$ cat src/ssoc_pkg.sv
`default_nettype none
package ssoc_pkg;

    localparam int W_SAMPLE  = 16;
    localparam int W_CNT     = 14;
    localparam int W_TOTAL   = 16;
    localparam int W_SUM     = 31;
    localparam int W_THR     = 16;
    localparam int W_GRAV    = 15;
    localparam int W_OFF     = 21;
    localparam int W_STATUS  = 3;
    localparam int W_PROD    = 32;
    localparam int W_NUM     = 36;
    localparam int DIV_STEPS = W_NUM;
    localparam int W_DCNT    = $clog2(DIV_STEPS + 1);
    localparam int N_AXES    = 3;
    localparam int W_AXIS    = $clog2(N_AXES);

    localparam int RETRY_FACTOR = 3;

    localparam int W_CFG_IDX  = 3;
    localparam int W_CFG_DATA = 16;

    localparam logic [W_CFG_IDX-1:0] CFG_TARGET    = 3'd0;
    localparam logic [W_CFG_IDX-1:0] CFG_MIN_VALID = 3'd1;
    localparam logic [W_CFG_IDX-1:0] CFG_THRESHOLD = 3'd2;
    localparam logic [W_CFG_IDX-1:0] CFG_AXIS_MODE = 3'd3;
    localparam logic [W_CFG_IDX-1:0] CFG_GRAVITY   = 3'd4;

    localparam logic [W_CFG_IDX-1:0] CMD_SAMPLE = 3'd0;

    localparam logic [W_STATUS-1:0] ST_COLLECT   = 3'd0;
    localparam logic [W_STATUS-1:0] ST_MOTION    = 3'd1;
    localparam logic [W_STATUS-1:0] ST_OK        = 3'd2;
    localparam logic [W_STATUS-1:0] ST_NOT_STILL = 3'd3;
    localparam logic [W_STATUS-1:0] ST_PARAM     = 3'd4;
    localparam logic [W_STATUS-1:0] ST_IDLE      = 3'd5;

    typedef enum logic [3:0] {
        S_IDLE,
        S_LIM,
        S_MUL,
        S_CMP,
        S_UPD,
        S_GMUL,
        S_DLOAD,
        S_DWAIT,
        S_OUT
    } t_state;

    typedef struct packed {
        logic             start;
        logic [W_NUM-1:0] dividend;
        logic [W_CNT-1:0] divisor;
    } t_div_req;

    typedef struct packed {
        logic             busy;
        logic             done;
        logic [W_OFF-1:0] quotient;
    } t_div_rsp;

endpackage
`default_nettype wire

$ cat src/ssoc_mul.sv
`default_nettype none
module ssoc_mul
    import ssoc_pkg::*;
(
    input  wire logic                        i_clk,
    input  wire logic                        i_en,
    input  wire logic signed [W_SAMPLE:0]    i_a,
    input  wire logic signed [W_CNT:0]       i_b,
    output logic signed [W_PROD-1:0]         o_prod
);

    logic signed [W_PROD-1:0] r_prod;
    logic signed [W_PROD-1:0] n_prod;

    always_comb begin
        n_prod = W_PROD'(i_a * i_b);
    end

    always_ff @(posedge i_clk) begin
        if (i_en) begin
            r_prod <= n_prod;
        end
    end

    assign o_prod = r_prod;

endmodule
`default_nettype wire

$ cat src/ssoc_div.sv
`default_nettype none
module ssoc_div
    import ssoc_pkg::*;
(
    input  wire logic     i_clk,
    input  wire logic     i_rst_n,
    input  wire t_div_req i_req,
    output t_div_rsp      o_rsp
);

    logic              r_busy;
    logic              r_done;
    logic [W_DCNT-1:0] r_cnt;
    logic [W_CNT-1:0]  r_rem;
    logic [W_NUM-1:0]  r_quo;
    logic [W_CNT-1:0]  r_div;

    logic [W_CNT:0]    n_shift;
    logic [W_CNT:0]    n_diff;
    logic              n_ge;

    // one restoring step: bring down the next dividend bit
    always_comb begin
        n_shift = {r_rem, r_quo[W_NUM-1]};
        n_diff  = n_shift - {1'b0, r_div};
        n_ge    = (n_shift >= {1'b0, r_div});
    end

    always_ff @(posedge i_clk) begin
        if (!i_rst_n) begin
            r_busy <= 1'b0;
            r_done <= 1'b0;
            r_cnt  <= '0;
        end else begin
            r_done <= 1'b0;
            if (i_req.start) begin
                r_busy <= 1'b1;
                r_cnt  <= W_DCNT'(DIV_STEPS);
            end else if (r_busy) begin
                r_cnt <= r_cnt - 1'b1;
                if (r_cnt == W_DCNT'(1)) begin
                    r_busy <= 1'b0;
                    r_done <= 1'b1;
                end
            end
        end
    end

    always_ff @(posedge i_clk) begin
        if (i_req.start) begin
            r_rem <= '0;
            r_quo <= i_req.dividend;
            r_div <= i_req.divisor;
        end else if (r_busy) begin
            r_rem <= n_ge ? n_diff[W_CNT-1:0] : n_shift[W_CNT-1:0];
            r_quo <= {r_quo[W_NUM-2:0], n_ge};
        end
    end

    assign o_rsp.busy     = r_busy;
    assign o_rsp.done     = r_done;
    assign o_rsp.quotient = r_quo[W_OFF-1:0];

    a_done_after_busy: assert property (@(posedge i_clk) disable iff (!i_rst_n)
        r_done |-> $past(r_busy))
        else $error("divider done without a preceding step");

    a_no_restart: assert property (@(posedge i_clk) disable iff (!i_rst_n)
        i_req.start |-> !r_busy)
        else $error("divider started while busy");

    a_done_single: assert property (@(posedge i_clk) disable iff (!i_rst_n)
        r_done |=> !r_done)
        else $error("divider done held for two cycles");

endmodule
`default_nettype wire

$ cat src/still_sample_offset_calibrator.sv
`default_nettype none
// Channel    Direction  Handshake                  Payload
// input      in         i_in_valid / o_in_stall    i_cmd, i_sample_x/y/z
// result     out        o_out_valid / i_out_stall  o_status, o_offset_x/y/z,
//                                                  o_accepted_count
// config     in         i_cfg_we                   i_cfg_index, i_cfg_data
//
// A sample during a run, but the first of a run, sends three products s*n and one
// threshold product through a single 17x15 multiplier; each s*n is compared in S_CMP.
// Reporting offsets for a non-empty run adds three 36-step restoring divisions,
// one quotient bit per cycle, in the one shared divider.
// A new transaction is taken while the previous result still waits in the output
// register; it is held in the output state until that result is taken.
// Synchronous active-low reset; no clearing pass is needed.
module still_sample_offset_calibrator
    import ssoc_pkg::*;
(
    input  wire logic                        i_clk,
    input  wire logic                        i_rst_n,
    input  wire logic                        i_in_valid,
    output logic                             o_in_stall,
    input  wire logic                        i_cmd,
    input  wire logic signed [W_SAMPLE-1:0]  i_sample_x,
    input  wire logic signed [W_SAMPLE-1:0]  i_sample_y,
    input  wire logic signed [W_SAMPLE-1:0]  i_sample_z,
    output logic                             o_out_valid,
    input  wire logic                        i_out_stall,
    output logic [W_STATUS-1:0]              o_status,
    output logic signed [W_OFF-1:0]          o_offset_x,
    output logic signed [W_OFF-1:0]          o_offset_y,
    output logic signed [W_OFF-1:0]          o_offset_z,
    output logic [W_CNT-1:0]                 o_accepted_count,
    input  wire logic                        i_cfg_we,
    input  wire logic [W_CFG_IDX-1:0]        i_cfg_index,
    input  wire logic [W_CFG_DATA-1:0]       i_cfg_data
);

    // configuration
    logic [W_CNT-1:0]  r_target;
    logic [W_CNT-1:0]  r_min_valid;
    logic [W_THR-1:0]  r_thr;
    logic              r_accel;
    logic [W_GRAV-1:0] r_grav;

    // run state
    t_state                   r_state;
    t_state                   n_state;
    logic                     r_run;
    logic [W_TOTAL-1:0]       r_total;
    logic [W_CNT-1:0]         r_valid;
    logic signed [W_SUM-1:0]  r_sum [N_AXES];
    logic [W_STATUS-1:0]      r_final;

    // per-transaction working registers
    logic signed [W_SAMPLE-1:0] r_s [N_AXES];
    logic [W_AXIS-1:0]          r_idx;
    logic                       r_first;
    logic                       r_moved;
    logic [W_PROD-1:0]          r_lim;
    logic                       r_neg;
    logic [W_STATUS-1:0]        r_status;
    logic signed [W_OFF-1:0]    r_off [N_AXES];

    // output register
    logic                       r_out_valid;
    logic [W_STATUS-1:0]        r_out_status;
    logic signed [W_OFF-1:0]    r_out_off [N_AXES];
    logic [W_CNT-1:0]           r_out_cnt;

    // shared units
    logic                       mul_en;
    logic signed [W_SAMPLE:0]   mul_a;
    logic signed [W_CNT:0]      mul_b;
    logic signed [W_PROD-1:0]   mul_prod;
    t_div_req                   div_req;
    t_div_rsp                   div_rsp;

    logic                       in_acc;
    logic                       out_free;
    logic [W_STATUS-1:0]        cmd_status;
    logic                       cmd_run;
    logic [W_STATUS-1:0]        idle_status;
    logic [W_CNT-1:0]           upd_valid;
    logic                       upd_fin;
    logic [W_STATUS-1:0]        upd_status;
    logic [W_TOTAL-1:0]         total_limit;
    logic signed [W_PROD:0]     cmp_diff;
    logic [W_PROD:0]            cmp_mag;
    logic signed [W_NUM-1:0]    num;
    logic [W_NUM-1:0]           num_mag;
    logic                       z_grav;

    ssoc_mul u_mul (
        .i_clk  (i_clk),
        .i_en   (mul_en),
        .i_a    (mul_a),
        .i_b    (mul_b),
        .o_prod (mul_prod)
    );

    ssoc_div u_div (
        .i_clk   (i_clk),
        .i_rst_n (i_rst_n),
        .i_req   (div_req),
        .o_rsp   (div_rsp)
    );

    assign in_acc   = i_in_valid && (r_state == S_IDLE);
    assign out_free = !r_out_valid || !i_out_stall;

    // start command outcome
    always_comb begin
        cmd_run    = 1'b0;
        cmd_status = ST_PARAM;
        if (r_target >= r_min_valid) begin
            if (r_target == '0) begin
                cmd_status = (r_min_valid != '0) ? ST_NOT_STILL : ST_OK;
            end else begin
                cmd_run    = 1'b1;
                cmd_status = ST_COLLECT;
            end
        end
        idle_status = i_cmd ? cmd_status : r_final;
    end

    // count update and end-of-run test
    always_comb begin
        total_limit = W_TOTAL'(r_target) * W_TOTAL'(RETRY_FACTOR);
        if (r_first) begin
            upd_valid = W_CNT'(1);
        end else if (r_moved) begin
            upd_valid = '0;
        end else begin
            upd_valid = r_valid + 1'b1;
        end
        upd_fin    = (r_total >= total_limit) || (upd_valid >= r_target);
        upd_status = r_moved ? ST_MOTION : ST_COLLECT;
        if (upd_fin) begin
            upd_status = (upd_valid < r_min_valid) ? ST_NOT_STILL : ST_OK;
        end
    end

    // |s*n - sum| against threshold*n
    always_comb begin
        cmp_diff = (W_PROD+1)'(mul_prod) - (W_PROD+1)'(r_sum[r_idx]);
        cmp_mag  = cmp_diff[W_PROD] ? (W_PROD+1)'(-cmp_diff) : cmp_diff;
    end

    // numerator of the mean, in sixteenths
    always_comb begin
        z_grav  = r_accel && (r_idx == W_AXIS'(N_AXES - 1));
        num     = W_NUM'(r_sum[r_idx]) <<< 4;
        if (z_grav) begin
            num = num - (W_NUM'(mul_prod) <<< 4);
        end
        num_mag = num[W_NUM-1] ? W_NUM'(-num) : num;
    end

    // next state
    always_comb begin
        n_state = r_state;
        case (r_state)
            S_IDLE: begin
                if (in_acc) begin
                    if (i_cmd || !r_run) begin
                        n_state = (idle_status == ST_OK) ? S_GMUL : S_OUT;
                    end else if (r_valid == '0) begin
                        n_state = S_UPD;
                    end else begin
                        n_state = S_LIM;
                    end
                end
            end
            S_LIM:   n_state = S_MUL;
            S_MUL:   n_state = S_CMP;
            S_CMP:   n_state = (r_idx == W_AXIS'(N_AXES - 1)) ? S_UPD : S_MUL;
            S_UPD:   n_state = (upd_status == ST_OK) ? S_GMUL : S_OUT;
            S_GMUL:  n_state = S_DLOAD;
            S_DLOAD: begin
                if (r_valid != '0) begin
                    n_state = S_DWAIT;
                end else if (r_idx == W_AXIS'(N_AXES - 1)) begin
                    n_state = S_OUT;
                end
            end
            S_DWAIT: begin
                if (div_rsp.done) begin
                    n_state = (r_idx == W_AXIS'(N_AXES - 1)) ? S_OUT : S_DLOAD;
                end
            end
            S_OUT: begin
                if (out_free) begin
                    n_state = S_IDLE;
                end
            end
            default: n_state = S_IDLE;
        endcase
    end

    // shared unit control
    always_comb begin
        mul_en           = 1'b0;
        mul_a            = '0;
        mul_b            = (W_CNT+1)'(r_valid);
        div_req.start    = 1'b0;
        div_req.dividend = num_mag;
        div_req.divisor  = r_valid;
        case (r_state)
            S_LIM: begin
                mul_en = 1'b1;
                mul_a  = (W_SAMPLE+1)'(r_thr);
            end
            S_MUL: begin
                mul_en = 1'b1;
                mul_a  = (W_SAMPLE+1)'(r_s[r_idx]);
            end
            S_GMUL: begin
                mul_en = 1'b1;
                mul_a  = (W_SAMPLE+1)'(r_grav);
            end
            S_DLOAD: begin
                div_req.start = (r_valid != '0);
            end
            default: begin
                mul_en = 1'b0;
            end
        endcase
    end

    assign o_in_stall = (r_state != S_IDLE);

    always_ff @(posedge i_clk) begin
        if (!i_rst_n) begin
            r_state     <= S_IDLE;
            r_run       <= 1'b0;
            r_total     <= '0;
            r_valid     <= '0;
            r_final     <= ST_IDLE;
            r_out_valid <= 1'b0;
            r_target    <= W_CNT'(1000);
            r_min_valid <= W_CNT'(100);
            r_thr       <= W_THR'(50);
            r_accel     <= 1'b0;
            r_grav      <= W_GRAV'(2048);
            for (int i = 0; i < N_AXES; i++) begin
                r_sum[i] <= '0;
            end
        end else begin
            r_state <= n_state;

            if (i_cfg_we) begin
                case (i_cfg_index)
                    CFG_TARGET:    r_target    <= i_cfg_data[W_CNT-1:0];
                    CFG_MIN_VALID: r_min_valid <= i_cfg_data[W_CNT-1:0];
                    CFG_THRESHOLD: r_thr       <= i_cfg_data[W_THR-1:0];
                    CFG_AXIS_MODE: r_accel     <= i_cfg_data[0];
                    CFG_GRAVITY:   r_grav      <= i_cfg_data[W_GRAV-1:0];
                    default:       r_accel     <= r_accel;
                endcase
            end

            if (r_out_valid && !i_out_stall) begin
                r_out_valid <= 1'b0;
            end

            case (r_state)
                S_IDLE: begin
                    if (in_acc) begin
                        if (i_cmd) begin
                            r_total <= '0;
                            r_valid <= '0;
                            for (int i = 0; i < N_AXES; i++) begin
                                r_sum[i] <= '0;
                            end
                            r_run <= cmd_run;
                            if (!cmd_run) begin
                                r_final <= cmd_status;
                            end
                        end else if (r_run) begin
                            r_total <= r_total + 1'b1;
                        end
                    end
                end
                S_UPD: begin
                    r_valid <= upd_valid;
                    for (int i = 0; i < N_AXES; i++) begin
                        if (r_first) begin
                            r_sum[i] <= W_SUM'(r_s[i]);
                        end else if (r_moved) begin
                            r_sum[i] <= '0;
                        end else begin
                            r_sum[i] <= r_sum[i] + W_SUM'(r_s[i]);
                        end
                    end
                    if (upd_fin) begin
                        r_run   <= 1'b0;
                        r_final <= upd_status;
                    end
                end
                S_OUT: begin
                    if (out_free) begin
                        r_out_valid <= 1'b1;
                    end
                end
                default: begin
                    r_run <= r_run;
                end
            endcase
        end
    end

    // working registers and result payload
    always_ff @(posedge i_clk) begin
        case (r_state)
            S_IDLE: begin
                if (in_acc) begin
                    r_s[0]   <= i_sample_x;
                    r_s[1]   <= i_sample_y;
                    r_s[2]   <= i_sample_z;
                    r_idx    <= '0;
                    r_moved  <= 1'b0;
                    r_first  <= (r_valid == '0);
                    r_status <= (i_cmd || !r_run) ? idle_status : ST_COLLECT;
                    for (int i = 0; i < N_AXES; i++) begin
                        r_off[i] <= '0;
                    end
                end
            end
            S_MUL: begin
                // the threshold product lands here on the first axis
                if (r_idx == '0) begin
                    r_lim <= mul_prod;
                end
            end
            S_CMP: begin
                if (cmp_mag > {1'b0, r_lim}) begin
                    r_moved <= 1'b1;
                end
                r_idx <= r_idx + 1'b1;
            end
            S_UPD: begin
                r_status <= upd_status;
            end
            S_GMUL: begin
                r_idx <= '0;
            end
            S_DLOAD: begin
                r_neg <= num[W_NUM-1];
                if (r_valid == '0) begin
                    // empty run: mean taken as zero, gravity still removed
                    r_off[r_idx] <= z_grav ? W_OFF'(0) - W_OFF'({r_grav, 4'b0000}) : '0;
                    r_idx        <= r_idx + 1'b1;
                end
            end
            S_DWAIT: begin
                if (div_rsp.done) begin
                    r_off[r_idx] <= r_neg ? W_OFF'(0) - div_rsp.quotient : div_rsp.quotient;
                    r_idx        <= r_idx + 1'b1;
                end
            end
            S_OUT: begin
                if (out_free) begin
                    r_out_status <= r_status;
                    r_out_cnt    <= r_valid;
                    for (int i = 0; i < N_AXES; i++) begin
                        r_out_off[i] <= r_off[i];
                    end
                end
            end
            default: begin
                r_idx <= r_idx;
            end
        endcase
    end

    assign o_out_valid      = r_out_valid;
    assign o_status         = r_out_status;
    assign o_offset_x       = r_out_off[0];
    assign o_offset_y       = r_out_off[1];
    assign o_offset_z       = r_out_off[2];
    assign o_accepted_count = r_out_cnt;

    a_wait_has_divider: assert property (@(posedge i_clk) disable iff (!i_rst_n)
        (r_state == S_DWAIT) |-> (div_rsp.busy || div_rsp.done))
        else $error("waiting on an idle divider");

    a_offsets_zero: assert property (@(posedge i_clk) disable iff (!i_rst_n)
        (o_out_valid && o_status != ST_OK) |->
        (o_offset_x == '0 && o_offset_y == '0 && o_offset_z == '0))
        else $error("offsets reported without a completed run");

    a_param_closes: assert property (@(posedge i_clk) disable iff (!i_rst_n)
        (in_acc && i_cmd && (r_target < r_min_valid)) |=> (!r_run && r_final == ST_PARAM))
        else $error("bad target did not close the run");

    a_run_div_free: assert property (@(posedge i_clk) disable iff (!i_rst_n)
        (r_state == S_IDLE) |-> !div_rsp.busy)
        else $error("divider busy with the sequencer idle");

endmodule
`default_nettype wire

$ cat config.mk
export PLATFORM = sky130hd
export DESIGN_NAME = still_sample_offset_calibrator
export DESIGN_NICKNAME = d
export VERILOG_FILES = /design/src/ssoc_pkg.sv /design/src/ssoc_mul.sv /design/src/ssoc_div.sv /design/src/still_sample_offset_calibrator.sv
export SDC_FILE = /design/constraint.sdc
export NUM_CORES = 2
export LEC_CHECK = 0
export ABC_AREA = 1
export ABC_CLOCK_PERIOD_IN_PS = 20500
export BUFFER_PORTS_ARGS = -buffer_cell sky130_fd_sc_hd__buf_4
export CAP_MARGIN = 20
export CORE_MARGIN = 4
export CORE_UTILIZATION = 40
export DETAILED_ROUTE_END_ITERATION = 16
export REMOVE_ABC_BUFFERS = 1
export SLEW_MARGIN = 20
export SYNTH_ARGS = -nofsm -noshare
export SYNTH_HDL_FRONTEND = slang
export SYNTH_SLANG_ARGS = --single-unit
$ cat constraint.sdc
create_clock -name i_clk -period 20.5 [get_ports i_clk]
set_input_delay 2.05 -clock i_clk [delete_from_list [all_inputs] [get_ports i_clk]]
set_output_delay 2.05 -clock i_clk [all_outputs]
set_load 0.02 [all_outputs]
==> impl_results.md <==
- Post-cts resize count: 0
- # hold bufs at CTS: 0
- CTS tree: done
- Max Root-Sink Buffers: 3
- Synth async-reset ratio: 0%
- Core area: 111000 um^2
- CP Max Fanout: 16
- Fmax achieved: 123 MHz
- Cell Area, Synth: 44900 um^2
- Initial DRT Pass Iterations: 6
- Slowest-stage cell, CP: nor3_2
- Reg power frac: 31.4%
- H-Tree Depth: 2
- Status: finished clean
- Routability cong.: 0.954
- Die ar.: 118000 um^2
- Vias in the first global route: 36.5k
- CTS buffer count: 59
- Layout area overhead: 10.7%
- Yosys synthesis warning count: 0
- Die H: 343 um
- Tmin final: 8.16 ns
- Sw Share: 41.9%
- Worst Hold Class: reg2reg
- Post-DP HPWL: 112 mm
- Clock latency on the worst-skew pair: 0.67 ns
- Worst EP arrival: 8.55 ns
- Dominant synthesized flop cell: edfxtp_1
- Syn Area/Cell: 7.92 um^2
- Top Ports: 155
- Leak pwr: 23.0 nW
- Non-filler cells in the finished layout: 7324
- Share of cells above drive strength 1: 7.69%
- Sw Pwr: 1.78 mW
- Initial antenna violation count: 2
- GRT Resource Usage Total: 23.4%
- Drt drc: 0
- Clock sinks: 529
- Combinational fraction of design power: 41.8%
- Wire per inst: 19.2 um
- Area of the multi-input gates: 26000 um^2
- Max-slew violations: 0
- Std-Cell Rows: 122
- PortBufs: 154
- Crit path max-delay family: adder cells
- Setup Viol. Count Final: 0
- Fin nets: 6463
- VDD IR-drop max: 0.0000722 V
- Critical Path RT: 20.89 ns
- Die width: 343 um
- Post-CTS Setup Inserts: 0
- Setup CP Type: reg2reg
- Fill cell count: 11.3k
- Total grt overflow: 0
- Buffers & Inverters on Critical Path: 6
- Worst Skew: 0.0334 ns
- Clock network fraction of total power: 26.9%
- First-pass GRT wire length: 214 mm
- Unrepaired setup endpoints after global routing: false
- Setup TNS: 0 ns
- Crit path capture type: flop
- DR vias/cell: 5.23
- Largest net degree at the start of global routing: 75
- Max Cap Viol: 0
- Max_slew headroom: 28.2%
- Fin crit share: 39.8%
- Initial Utilization: 40.4%
- CP peak stage delay: 0.82 ns
- Synth Instances: 5671
- CP Cell Sequence: inv_1, nand2_2, nor3_2, inv_1, nor2_1, nand2_1, nor2_1, fa_1, inv_1, fa_1, inv_1, fa_1, fa_1, fa_1, inv_1, fa_1, inv_1, ha_1, nand2_1, nor4_1, nand3_1, nand3_1, a31oi_1, xor2_1
- #FFs+latches synth: 529
- Seq/Total Area, Yosys: 32.6%
- Crit path launch type: flop
- DRT Wirelength: 141 mm
- Netlist cell types: 69
- Sequential Area: 14700 um^2
- Drt initial violations: 3169
- Antenna viol nets, final: 0
- Worst-margin pin slew: 1.07 ns
- # placed instances: 7212
- EDFF count, synth: 406
- Internal power: 2.46 mW
- Pwr dens: 85.3 nW/um^2
- Count of final hold-check violations: 0
- Root buf cell: clkbuf_16
- Vias: 38.3k
- CTS clk-pin slew, worst paths: 0.07 ns
power groups by stage:
| stage | Sequential (mW) | Combinational [mW] | Clock [mW] |
|---|---|---|---|
| after floorplan | 1.36 | 1.19 | 0 |
| after global placement | 1.35 | 1.73 | 0 |
| after detailed placement | 1.35 | 1.74 | 0 |
| after CTS | 1.33 | 1.76 | 1.16 |
| after global routing | 1.34 | 1.97 | 1.20 |
| final | 1.33 | 1.77 | 1.14 |
routing by layer:
layer | global-route usage [%] | vias to the layer above | part of all wire (%) | wire length [um]
met5 | 0 | - | 0 | 0
met4 | 5.57 | 0 | 2.4 | 3420
met3 | 3.41 | 194 | 6.4 | 9050
met2 | 38.9 | 1117 | 47 | 66100
met1 | 32.3 | 18200 | 44 | 62000
li1 | - | 18700 | - | -
cell type report:
cell class	instances	area share, %
Antenna cell	1	0.00504
Clock buffer	62	3.04
Clock inverter	48	1.13
Inverter	986	7.46
Multi-Input combinational cell	4028	52.3
Sequential cell	529	29.5
Tap cell	1488	3.75
Timing Repair Buffer	182	2.79
stage by stage:
stage          power, mW  util (%)  setup WS, ns  hold WS [ns]  instance area, um^2
2_1_floorplan       2.55         -         13.32         0.400                44300
3_3_place_gp        3.08      42.8         12.52         0.400                47600
3_5_place_dp        3.10      42.8         12.40         0.405                47600
4_1_cts             4.25      44.7         12.37         0.420                49700
5_1_grt             4.51      44.7         11.76         0.423                49700
6_report            4.24      44.7         12.34         0.416                49700
cells in the mapped netlist (8+ instances only):
master	instances	area share, %
nor2_4	11	0.28
nor2_2	22	0.31
o211ai_1	63	1.1
o21ai_0	330	3.7
o21ai_1	33	0.37
ha_1	367	10
nand2_1	1190	9.9
dfxtp_1	123	5.5
xor2_1	100	2.0
nand4_1	46	0.64
a21oi_1	413	4.6
a31oi_1	20	0.28
nand2_2	35	0.49
edfxtp_1	406	27
nor2_1	560	4.7
nand3_2	14	0.31
a32oi_1	9	0.18
clkinv_1	16	0.13
inv_1	959	8.0
o21ai_2	8	0.16
o21bai_1	25	0.42
nor4_1	15	0.21
a21boi_0	10	0.17
nand3_1	255	2.8
xnor2_1	45	0.88
o22ai_1	19	0.26
a21o_1	14	0.23
clkbuf_1	86	0.72
or2_2	24	0.33
o21a_1	16	0.27
inv_2	8	0.067
or2_1	11	0.15
fa_1	237	11
buf_2	23	0.26
nor3_1	56	0.62
registers in the layout, summed over array words and instances, names as in the netlist, 2 cells and up, named ones only:
| name | count |
|---|---|
| r_valid | 14 |
| r_s | 48 |
| o_status | 3 |
| r_idx | 2 |
| u_div.r_cnt | 6 |
| r_lim | 32 |
| r_thr | 16 |
| r_grav | 15 |
| u_div.r_quo | 36 |
| r_sum | 93 |
| u_mul.o_prod | 32 |
| r_final | 3 |
| r_out_off | 63 |
| r_state | 4 |
| u_div.r_div | 14 |
| o_accepted_count | 14 |
| r_status | 3 |
| u_div.r_rem | 14 |
| r_off | 63 |
| r_target | 14 |
| r_min_valid | 14 |
| r_total | 16 |
cells in the final DEF, fill, tap and decap left out, types with 9 or more instances in the layout:
cell type      n
nand2_2       36
nor2_1       557
edfxtp_1     406
ha_1         367
o21ai_0      330
nand3_2       14
nor2_4        13
clkinv_1      21
o21a_1        16
nor3_1        54
nand2_1     1188
a32oi_1        9
a21boi_0      10
nor4_1        15
nand3_1      255
xnor2_1       45
clkbuf_16     60
or2_2         24
buf_4        181
a21oi_1      413
o21bai_1      25
a31oi_1       20
a21o_1        14
fa_1         237
dfxtp_1      122
clkinv_2      12
nor2_2        23
o22ai_1       19
nand4_1       46
or2_1         11
inv_1        958
o211ai_1      63
xor2_1       100
o21ai_1       33
clkinvlp_4    11
cells by family (layout without fill, tap and decap cells):
logic type | after synthesis | count (layout) | synth area share, %
and+or+nand+nor | 2265 | 2265 | 21.4
DFF | 529 | 529 | 32.6
xor gates and xnor gates | 151 | 151 | 3.07
adders and majority gates | 604 | 604 | 20.8
buffers and inverters | 1114 | 1278 | 9.55
other | 0 | 1 | 0
AOI/OAI and AO/OA | 1008 | 1008 | 12.6
path summary, 6_finish.rpt:
kind,from,end,slack [ns],depth (start not counted)
worst max-delay path,r_state[2],u_mul.o_prod[29],12.34,24
worst min-delay path,r_status[2],o_status[2],0.42,0
worst max register to register,r_state[2],u_mul.o_prod[29],12.34,24
worst min register to register,r_status[2],o_status[2],0.42,0
worst register-to-register path, delay by kind of cell (launching register included):
family,cells,cell delay (ns)
AO/OA/AOI/OAI,1,0.11
XOR/XNOR,1,0.16
adder cells (fa/ha/maj),7,3.47
buffers and inverters,6,1.14
flip-flops,1,0.31
AND/OR/NAND/NOR,9,2.73
Power figures use the tool's default switching activity.
